### config.mk
export PLATFORM = sky130hd
export DESIGN_NAME = modbus_rtu_response_receiver_flat
export DESIGN_NICKNAME = d
export VERILOG_FILES = /design/src/mrr_pkg.sv /design/src/mrr_if.sv /design/src/mrr_crc16.sv /design/src/modbus_rtu_response_receiver.sv /design/src/flat_wrapper.sv
export SDC_FILE = /design/constraint.sdc
export NUM_CORES = 1
export LEC_CHECK = 0
export BUFFER_PORTS_ARGS = -buffer_cell sky130_fd_sc_hd__buf_2
export CAP_MARGIN = 20
export CORE_ASPECT_RATIO = 2
export CORE_MARGIN = 2
export CORE_UTILIZATION = 60
export CTS_CLUSTER_DIAMETER = 200
export DETAILED_ROUTE_END_ITERATION = 8
export PLACE_DENSITY_LB_ADDON = 0.3
export SLEW_MARGIN = 30
export SYNTH_ARGS = -nofsm -noshare
export SYNTH_HDL_FRONTEND = slang
export SYNTH_SLANG_ARGS = --single-unit
### constraint.sdc
create_clock -name clock -period 6.6 [get_ports clock]
set_clock_uncertainty 0.15 [all_clocks]
set_input_delay 1.32 -clock clock [delete_from_list [all_inputs] [get_ports clock]]
set_output_delay 1.32 -clock clock [all_outputs]
set_load 0.01 [all_outputs]
### src/mrr_pkg.sv
// Package for the Modbus RTU response receiver: action and status codes,
// CRC-16/Modbus constants, register indexes and field widths. No dependencies.
package mrr_pkg;

   localparam int MAX_FRAME = 16;

   localparam int BYTE_W   = 8;
   localparam int INDEX_W  = 5;
   localparam int CRC_W    = 16;
   localparam int TICK_W   = 16;
   localparam int LENGTH_W = 5;
   localparam int CSR_IDX_W  = 2;
   localparam int CSR_DATA_W = 16;

   localparam logic [CRC_W-1:0] CRC_INIT = 16'hFFFF;
   localparam logic [CRC_W-1:0] CRC_POLY = 16'hA001;

   localparam logic [BYTE_W-1:0]   SLAVE_ADDRESS_RESET = 8'd1;
   localparam logic [BYTE_W-1:0]   FUNCTION_CODE_RESET = 8'd3;
   localparam logic [LENGTH_W-1:0] FRAME_LENGTH_RESET  = 5'd7;
   localparam logic [TICK_W-1:0]   TIMEOUT_TICKS_RESET = 16'd200;
   localparam logic [LENGTH_W-1:0] MIN_GOOD_LENGTH     = 5'd4;

   typedef enum logic [1:0] {
      ACTION_START = 2'd0,
      ACTION_BYTE  = 2'd1,
      ACTION_TICK  = 2'd2,
      ACTION_NONE  = 2'd3
   } action_type;

   typedef enum logic [1:0] {
      STATUS_COLLECTING = 2'd0,
      STATUS_GOOD       = 2'd1,
      STATUS_CRC_ERROR  = 2'd2,
      STATUS_TIMEOUT    = 2'd3
   } status_type;

   typedef enum logic [CSR_IDX_W-1:0] {
      CSR_SLAVE_ADDRESS = 2'd0,
      CSR_FUNCTION_CODE = 2'd1,
      CSR_FRAME_LENGTH  = 2'd2,
      CSR_TIMEOUT_TICKS = 2'd3
   } csr_index_type;

endpackage

### src/mrr_if.sv
// Valid/ready channel interfaces for the receiver's item and result streams.
// Depends on mrr_pkg.
interface mrr_req_if;
   import mrr_pkg::*;
   logic        valid;
   logic        ready;
   action_type  action;
   logic [BYTE_W-1:0] byte_in;

   modport source (output valid, action, byte_in, input ready);
   modport sink   (input valid, action, byte_in, output ready);
endinterface

interface mrr_rsp_if;
   import mrr_pkg::*;
   logic        valid;
   logic        ready;
   logic [BYTE_W-1:0]  byte_out;
   logic [INDEX_W-1:0] byte_index;
   logic        last;
   status_type  status;

   modport source (output valid, byte_out, byte_index, last, status, input ready);
   modport sink   (input valid, byte_out, byte_index, last, status, output ready);
endinterface

### src/mrr_crc16.sv
// One-byte CRC-16/Modbus update (reflected, eight bit steps unrolled).
// Depends on mrr_pkg.
module mrr_crc16 (
   input  logic [mrr_pkg::CRC_W-1:0]  crc_seed,
   input  logic [mrr_pkg::BYTE_W-1:0] data_byte,
   output logic [mrr_pkg::CRC_W-1:0]  crc_next
);
   import mrr_pkg::*;

   always_comb begin
      logic [CRC_W-1:0] crc;
      crc = crc_seed ^ {{(CRC_W-BYTE_W){1'b0}}, data_byte};
      for (int k = 0; k < BYTE_W; k++) begin
         if (crc[0]) begin
            crc = (crc >> 1) ^ CRC_POLY;
         end else begin
            crc = crc >> 1;
         end
      end
      crc_next = crc;
   end
endmodule

### src/modbus_rtu_response_receiver.sv
// Modbus RTU response receiver: address/function match, CRC-16 check, timeout.
// Path: an item enters the input register; any result it yields goes to the result
// register, which holds it until it transfers.
// Throughput: one item per cycle while the result register is free; the frame state
// updates with the byte-wide CRC step in the cycle an item leaves the input register.
// Reset (synchronous): registers to defaults, receiver idle, both stages empty.
// Depends on mrr_pkg, mrr_if and mrr_crc16.
module modbus_rtu_response_receiver (
   input  logic clock,
   input  logic reset,
   mrr_req_if.sink   req,
   mrr_rsp_if.source rsp,
   input  logic                              csr_write_enable,
   input  logic [mrr_pkg::CSR_IDX_W-1:0]     csr_index,
   input  logic [mrr_pkg::CSR_DATA_W-1:0]    csr_write_data
);
   import mrr_pkg::*;

   localparam logic [INDEX_W-1:0] FRAME_CAP = INDEX_W'(MAX_FRAME);

   // configuration registers
   logic [BYTE_W-1:0]   slave_address_ff;
   logic [BYTE_W-1:0]   function_code_ff;
   logic [LENGTH_W-1:0] frame_length_ff;
   logic [TICK_W-1:0]   timeout_ticks_ff;

   // input stage
   logic              in_valid_ff, in_valid_in;
   action_type        in_action_ff;
   logic [BYTE_W-1:0] in_byte_ff;

   // frame state
   logic               receiving_ff, receiving_in;
   logic [INDEX_W-1:0] count_ff, count_in;
   logic [CRC_W-1:0]   crc_ff, crc_in;
   logic [TICK_W-1:0]  ticks_ff, ticks_in;

   // result stage
   logic               out_valid_ff, out_valid_in;
   logic [BYTE_W-1:0]  out_byte_ff, out_byte_in;
   logic [INDEX_W-1:0] out_index_ff, out_index_in;
   logic               out_last_ff, out_last_in;
   status_type         out_status_ff, out_status_in;

   logic               out_free;
   logic               process;
   logic               produce;
   logic               restart;
   logic               keep;
   logic [INDEX_W-1:0] base_count;
   logic [INDEX_W-1:0] next_count;
   logic [INDEX_W-1:0] limit;
   logic [CRC_W-1:0]   crc_seed;
   logic [CRC_W-1:0]   crc_next;
   logic [TICK_W-1:0]  ticks_sat;

   assign out_free  = !out_valid_ff || rsp.ready;
   assign process   = in_valid_ff && out_free;
   assign req.ready = !in_valid_ff || out_free;

   // wrong function byte: restart the frame from scratch
   assign restart    = (count_ff == INDEX_W'(1)) && (in_byte_ff != function_code_ff);
   assign base_count = restart ? '0 : count_ff;
   assign crc_seed   = restart ? CRC_INIT : crc_ff;
   assign keep       = (base_count != '0) || (in_byte_ff == slave_address_ff);
   assign next_count = base_count + INDEX_W'(1);
   assign limit      = (frame_length_ff > FRAME_CAP) ? FRAME_CAP : frame_length_ff;
   assign ticks_sat  = (ticks_ff == '1) ? ticks_ff : ticks_ff + TICK_W'(1);

   mrr_crc16 crc_unit (
      .crc_seed  (crc_seed),
      .data_byte (in_byte_ff),
      .crc_next  (crc_next)
   );

   always_comb begin
      receiving_in  = receiving_ff;
      count_in      = count_ff;
      crc_in        = crc_ff;
      ticks_in      = ticks_ff;
      produce       = 1'b0;
      out_byte_in   = in_byte_ff;
      out_index_in  = base_count;
      out_last_in   = 1'b0;
      out_status_in = STATUS_COLLECTING;
      if (process) begin
         case (in_action_ff)
            ACTION_START: begin
               receiving_in = 1'b1;
               count_in     = '0;
               crc_in       = CRC_INIT;
               ticks_in     = '0;
            end
            ACTION_TICK: begin
               if (receiving_ff) begin
                  ticks_in = ticks_sat;
                  if (ticks_sat >= timeout_ticks_ff) begin
                     receiving_in  = 1'b0;
                     produce       = 1'b1;
                     out_byte_in   = '0;
                     out_index_in  = count_ff;
                     out_last_in   = 1'b1;
                     out_status_in = STATUS_TIMEOUT;
                  end
               end
            end
            ACTION_BYTE: begin
               if (receiving_ff) begin
                  count_in = base_count;
                  crc_in   = crc_seed;
                  if (keep) begin
                     crc_in   = crc_next;
                     count_in = next_count;
                     produce  = 1'b1;
                     if (next_count >= limit) begin
                        receiving_in  = 1'b0;
                        out_last_in   = 1'b1;
                        out_status_in = (frame_length_ff >= MIN_GOOD_LENGTH &&
                                         crc_next == '0) ? STATUS_GOOD : STATUS_CRC_ERROR;
                     end
                  end
               end
            end
            default: begin
               // unused action: drop
            end
         endcase
      end
   end

   always_comb begin
      if (req.valid && req.ready) begin
         in_valid_in = 1'b1;
      end else if (process) begin
         in_valid_in = 1'b0;
      end else begin
         in_valid_in = in_valid_ff;
      end
      out_valid_in = out_free ? (process && produce) : out_valid_ff;
   end

   always_ff @(posedge clock) begin
      if (reset) begin
         slave_address_ff <= SLAVE_ADDRESS_RESET;
         function_code_ff <= FUNCTION_CODE_RESET;
         frame_length_ff  <= FRAME_LENGTH_RESET;
         timeout_ticks_ff <= TIMEOUT_TICKS_RESET;
      end else if (csr_write_enable) begin
         case (csr_index)
            CSR_SLAVE_ADDRESS: slave_address_ff <= csr_write_data[BYTE_W-1:0];
            CSR_FUNCTION_CODE: function_code_ff <= csr_write_data[BYTE_W-1:0];
            CSR_FRAME_LENGTH:  frame_length_ff  <= csr_write_data[LENGTH_W-1:0];
            CSR_TIMEOUT_TICKS: timeout_ticks_ff <= csr_write_data[TICK_W-1:0];
            default: begin
            end
         endcase
      end
   end

   always_ff @(posedge clock) begin
      if (reset) begin
         in_valid_ff  <= 1'b0;
         out_valid_ff <= 1'b0;
         receiving_ff <= 1'b0;
         count_ff     <= '0;
         crc_ff       <= CRC_INIT;
         ticks_ff     <= '0;
      end else begin
         in_valid_ff  <= in_valid_in;
         out_valid_ff <= out_valid_in;
         receiving_ff <= receiving_in;
         count_ff     <= count_in;
         crc_ff       <= crc_in;
         ticks_ff     <= ticks_in;
      end
   end

   always_ff @(posedge clock) begin
      if (req.valid && req.ready) begin
         in_action_ff <= req.action;
         in_byte_ff   <= req.byte_in;
      end
      if (process && produce) begin
         out_byte_ff   <= out_byte_in;
         out_index_ff  <= out_index_in;
         out_last_ff   <= out_last_in;
         out_status_ff <= out_status_in;
      end
   end

   assign rsp.valid      = out_valid_ff;
   assign rsp.byte_out   = out_byte_ff;
   assign rsp.byte_index = out_index_ff;
   assign rsp.last       = out_last_ff;
   assign rsp.status     = out_status_ff;

   // a frame-ending result leaves the receiver idle
   a_end_idles: assert property (@(posedge clock) disable iff (reset)
      (process && produce && out_last_in) |=> !receiving_ff)
      else $error("receiver still active after frame end");

   a_count_cap: assert property (@(posedge clock) disable iff (reset)
      count_ff <= FRAME_CAP)
      else $error("byte count beyond frame cap");

   a_last_status: assert property (@(posedge clock) disable iff (reset)
      out_valid_ff |-> (out_last_ff == (out_status_ff != STATUS_COLLECTING)))
      else $error("last flag disagrees with status");

   a_timeout_zero: assert property (@(posedge clock) disable iff (reset)
      (out_valid_ff && out_status_ff == STATUS_TIMEOUT) |-> (out_byte_ff == '0))
      else $error("timeout result carries a byte");

endmodule

### src/flat_wrapper.sv
// flat-port wrapper written by rule: the top's interface ports become plain ports
module modbus_rtu_response_receiver_flat import mrr_pkg::*;
  (clock, reset, csr_write_enable, csr_index, csr_write_data, req_valid, req_action, req_byte_in, req_ready, rsp_valid, rsp_byte_out, rsp_byte_index, rsp_last, rsp_status, rsp_ready);
  mrr_req_if req_i ();
  mrr_rsp_if rsp_i ();
  input  logic clock;
  input  logic reset;
  input  logic csr_write_enable;
  input  logic [mrr_pkg::CSR_IDX_W-1:0] csr_index;
  input  logic [mrr_pkg::CSR_DATA_W-1:0] csr_write_data;
  input wire logic [$bits(req_i.valid)-1:0] req_valid;
  input wire logic [$bits(req_i.action)-1:0] req_action;
  input wire logic [$bits(req_i.byte_in)-1:0] req_byte_in;
  output wire logic [$bits(req_i.ready)-1:0] req_ready;
  output wire logic [$bits(rsp_i.valid)-1:0] rsp_valid;
  output wire logic [$bits(rsp_i.byte_out)-1:0] rsp_byte_out;
  output wire logic [$bits(rsp_i.byte_index)-1:0] rsp_byte_index;
  output wire logic [$bits(rsp_i.last)-1:0] rsp_last;
  output wire logic [$bits(rsp_i.status)-1:0] rsp_status;
  input wire logic [$bits(rsp_i.ready)-1:0] rsp_ready;
  assign req_i.valid = req_valid;
  assign req_i.action = req_action;
  assign req_i.byte_in = req_byte_in;
  assign req_ready = req_i.ready;
  assign rsp_valid = rsp_i.valid;
  assign rsp_byte_out = rsp_i.byte_out;
  assign rsp_byte_index = rsp_i.byte_index;
  assign rsp_last = rsp_i.last;
  assign rsp_status = rsp_i.status;
  assign rsp_i.ready = rsp_ready;
  modbus_rtu_response_receiver u_core (.clock(clock), .reset(reset), .req(req_i), .rsp(rsp_i), .csr_write_enable(csr_write_enable), .csr_index(csr_index), .csr_write_data(csr_write_data));
endmodule
==> flow_results.xml <==
<?xml version="1.0" encoding="UTF-8"?>
<metrics>
  <group name="clock_tree">
    <metric name="cts.sinks" unit="">103</metric>
    <metric name="tritoncts.num_buffers" unit="">9</metric>
    <metric name="cts_root_buffer" unit="">clkbuf_16</metric>
    <metric name="cts_resized" unit="">0</metric>
    <metric name="cts-root-to-sink-buffers" unit="">2</metric>
    <metric name="htree_levels" unit="">3</metric>
    <metric name="worst_setup_hold_path_clk_slew" unit="ps">60</metric>
    <metric name="cts.hold.buffers_added" unit="">0</metric>
    <metric name="cts_tree" unit="">yes</metric>
    <metric name="clock_latency" unit="ps">350</metric>
    <metric name="post_cts_repair_setup_buffers" unit="">0</metric>
  </group>
  <group name="logic_synthesis">
    <metric name="syn_nets" unit="">661</metric>
    <metric name="ys_async_sr_fraction" unit="%">0</metric>
    <metric name="synthesized_instance_count" unit="">599</metric>
    <metric name="synth.ff_latch_count" unit="">103</metric>
    <metric name="synth_enable_flop_cells" unit="">26</metric>
    <metric name="seq_total_area_yosys" unit="%">42.7</metric>
    <metric name="yosys.area.top_type" unit="">dfxtp_1</metric>
    <metric name="synth_cell_type_count" unit="">49</metric>
    <metric name="synth_cell_area" unit="sq um">5440</metric>
    <metric name="synth.yosys.warnings" unit="">0</metric>
    <metric name="postSynthAreaPerCell" unit="sq um">9.08</metric>
    <metric name="yosys-top-cells-area" unit="">dfxtp_1 28%, edfxtp_1 14%, xnor2_1 7.1%</metric>
    <metric name="main_synth_ff_type" unit="">dfxtp_1</metric>
    <metric name="area_share_of_the_largest_cell_type_after_synthesis" unit="%">28.3</metric>
  </group>
  <group name="power">
    <metric name="power" unit="mW">1.33</metric>
    <metric name="power.density_cell_area" unit="nW/um^2">224</metric>
    <metric name="static-leakage-power" unit="nW">2.38</metric>
    <metric name="irDropWorstVdd" unit="mV">0.152</metric>
  </group>
  <group name="sta">
    <metric name="rsz_0062_raised_after_global_routing" unit="">false</metric>
    <metric name="fmax" unit="GHz">0.249</metric>
    <metric name="fin_setup_tns" unit="ps">0</metric>
    <metric name="period_needed" unit="ps">4020</metric>
    <metric name="worst-slew-pin-transition" unit="ps">736</metric>
    <metric name="tightest_slew_margin_relative_to_the_limit" unit="%">50.9</metric>
    <metric name="setup-violations-final" unit="">0</metric>
    <metric name="hold_violations" unit="">0</metric>
    <metric name="min_period_over_period" unit="%">60.9</metric>
    <metric name="final_max_slew_viol_count" unit="">0</metric>
  </group>
  <group name="worst_hold_path">
    <metric name="hp-class" unit="">reg2reg</metric>
  </group>
  <group name="grt">
    <metric name="grt_start_max_net_pins" unit="">61</metric>
    <metric name="global_route_usage_over_all_layers" unit="%">27.6</metric>
    <metric name="gr-total-overflow" unit="">0</metric>
    <metric name="antenna_violations_before_repair" unit="">0</metric>
    <metric name="grt_pass1_vias" unit="">4485</metric>
    <metric name="grt_first_pass_wirelength" unit="mm">21.2</metric>
  </group>
  <group name="worst_setup_path">
    <metric name="critical_path_arrival" unit="ps">3910</metric>
    <metric name="critical_path_class" unit="">reg2reg</metric>
    <metric name="critical_path_required" unit="ps">6490</metric>
    <metric name="worstSetupEndpointType" unit="">flip-flop</metric>
    <metric name="worstSetupStartpointType" unit="">flip-flop</metric>
    <metric name="timing.critical_path.fanout_max" unit="">9</metric>
  </group>
  <group name="floorplan">
    <metric name="die-area" unit="sq um">9890</metric>
    <metric name="floorplan.die.height" unit="um">139</metric>
    <metric name="placementRows" unit="">49</metric>
    <metric name="initial_core_utilization" unit="%">61.2</metric>
    <metric name="core" unit="sq um">8890</metric>
    <metric name="die_width" unit="um">71.3</metric>
    <metric name="io_pins" unit="">51</metric>
  </group>
  <group name="placed_design">
    <metric name="dp_hpwl" unit="mm">10.2</metric>
    <metric name="routabilityCongestion" unit="">0.957</metric>
    <metric name="port-buffer-count" unit="">50</metric>
  </group>
  <group name="final_layout">
    <metric name="most-common-layout-cells" unit="">77 x dfxtp_1, 74 x nand2_1, 50 x buf_2</metric>
    <metric name="final.fill_count" unit="">725</metric>
    <metric name="num-nets-final" unit="">690</metric>
    <metric name="antenna_diode_count" unit="">0</metric>
    <metric name="layout-drive-gt1-share" unit="%">12.3</metric>
    <metric name="area_growth_syn_to_layout" unit="%">9.50</metric>
    <metric name="most_common_library_cell_in_the_layout_ignoring_fill_and_taps" unit="">dfxtp_1</metric>
  </group>
  <group name="route">
    <metric name="post_drt_via_cell_ratio" unit="">5.92</metric>
    <metric name="first_pass_iters" unit="">8</metric>
    <metric name="wire_per_inst" unit="um">17.9</metric>
    <metric name="vias" unit="">4348</metric>
    <metric name="drt-total-wl" unit="mm">13.1</metric>
    <metric name="ant_nets" unit="">0</metric>
    <metric name="remaining_drc_errors" unit="">0</metric>
    <metric name="drt-initial-drc-count" unit="">316</metric>
  </group>
  <group name="outcome">
    <metric name="outcome" unit="">complete, no violations</metric>
  </group>
  <group name="run">
    <metric name="cap_viol_max_count" unit="">0</metric>
  </group>
</metrics>
==> metrics by stage <==
step | hold slack (ps) | utilization, % | area [sq um] | setup slack [ps] | instances
CTS | 306 | 67.0 | 5960 | 2640 | 735
floorplan | 277 | - | 5440 | 2910 | 599
global route | 321 | 67.0 | 5960 | 2270 | 735
finish | 308 | 67.0 | 5960 | 2580 | 735
global placement | 293 | 63.8 | 5670 | 2750 | 719
detailed placement | 297 | 63.8 | 5670 | 2650 | 719
==> flip-flops by register name, summed over array words and instances, names as in the netlist <==
name	cells
u_core.in_valid_ff	1
u_core.rsp.byte_out	8
u_core.rsp.last	1
u_core.count_ff	5
u_core.crc_ff	16
u_core.slave_address_ff	8
u_core.frame_length_ff	5
u_core.rsp.status	2
u_core.ticks_ff	16
u_core.rsp.byte_index	5
u_core.in_action_ff	2
u_core.in_byte_ff	8
u_core.rsp.valid	1
u_core.function_code_ff	8
u_core.timeout_ticks_ff	16
u_core.receiving_ff	1
==> kinds of logic after synthesis <==
kind of cell | count (synthesis) | synth area share (%)
adder cells (fa/ha/maj) | 29 | 6.67
AND/OR/NAND/NOR | 220 | 20.1
XOR/XNOR | 64 | 10.6
multiplexers | 10 | 1.86
AO/OA/AOI/OAI | 112 | 13.2
buffers and inverters | 61 | 4.94
flip-flops | 103 | 42.7
==> synthesized netlist by cell type (7+ instances only) <==
master and instances:
dfxtp_1 77, o22ai_1 14, mux2i_1 9, a211o_1 7, clkbuf_1 20, a22oi_1 7, nor2b_1 12, xnor2_1 44
nand2b_1 18, inv_1 26, edfxtp_1 26, xor2_1 18, nor2_1 49, nand4_1 8, ha_1 29, buf_2 8
a21oi_1 39, a21o_1 7, o21ai_0 13, nand3_1 20, nand2_1 74
==> power breakdown <==
group / switching (mW) / total (mW) / internal, mW / leakage [nW]
Clock: 0.228 / 0.519 / 0.291 / 0.145
Sequential: 0.0170 / 0.678 / 0.661 / 0.883
Combinational: 0.0797 / 0.136 / 0.0566 / 1.35
Total: 0.325 / 1.33 / 1.01 / 2.38
==> worst max-delay path, stage by stage (launching register included) <==
cell and delay [ps]:
dfxtp_1 410, ha_1 310, nand2_1 140, nor3_2 420, nor2_1 200, xor2_1 190, ha_1 300, o211ai_1 70
o21ai_0 180, a221oi_1 180, o211ai_1 270, nand2_1 130, nor2_1 550, nor2b_1 210
==> per-layer routing <==
metal / wire length [um] / part of all wire (%) / vias up / global-route usage [%]
met5: 0 / 0 / - / 0
li1: - / - / 2108 / -
met4: 756 / 5.8 / 0 / 17.0
met3: 483 / 3.7 / 49 / 4.07
met2: 7530 / 57 / 134 / 52.7
met1: 4350 / 33 / 2057 / 26.2
==> layout make-up <==
cell class / instances / area (sq um) / area share, %
Inverter: 26 / 97.6 / 1.64
Tap cell: 102 / 128 / 2.14
Clock buffer: 9 / 225 / 3.78
Clock inverter: 7 / 62.6 / 1.05
Timing Repair Buffer: 53 / 273 / 4.58
Multi-Input combinational cell: 435 / 2850 / 47.8
Sequential cell: 103 / 2320 / 39.0
==> worst paths after layout <==
kind,from,end,slack (ps),cells past startpoint
max reg2reg,u_core.ticks_ff[0]$_SDFFE_PP0P_,u_core.rsp.byte_out[0]$_DFFE_PP_,2580,13
min reg2reg,u_core.timeout_ticks_ff[5]$_SDFFE_PP0P_,u_core.timeout_ticks_ff[5]$_SDFFE_PP0P_,310,2
max,u_core.ticks_ff[0]$_SDFFE_PP0P_,u_core.rsp.byte_out[0]$_DFFE_PP_,2580,13
min,u_core.timeout_ticks_ff[5]$_SDFFE_PP0P_,u_core.timeout_ticks_ff[5]$_SDFFE_PP0P_,310,2
No activity file was read; power rests on OpenSTA's default activity.
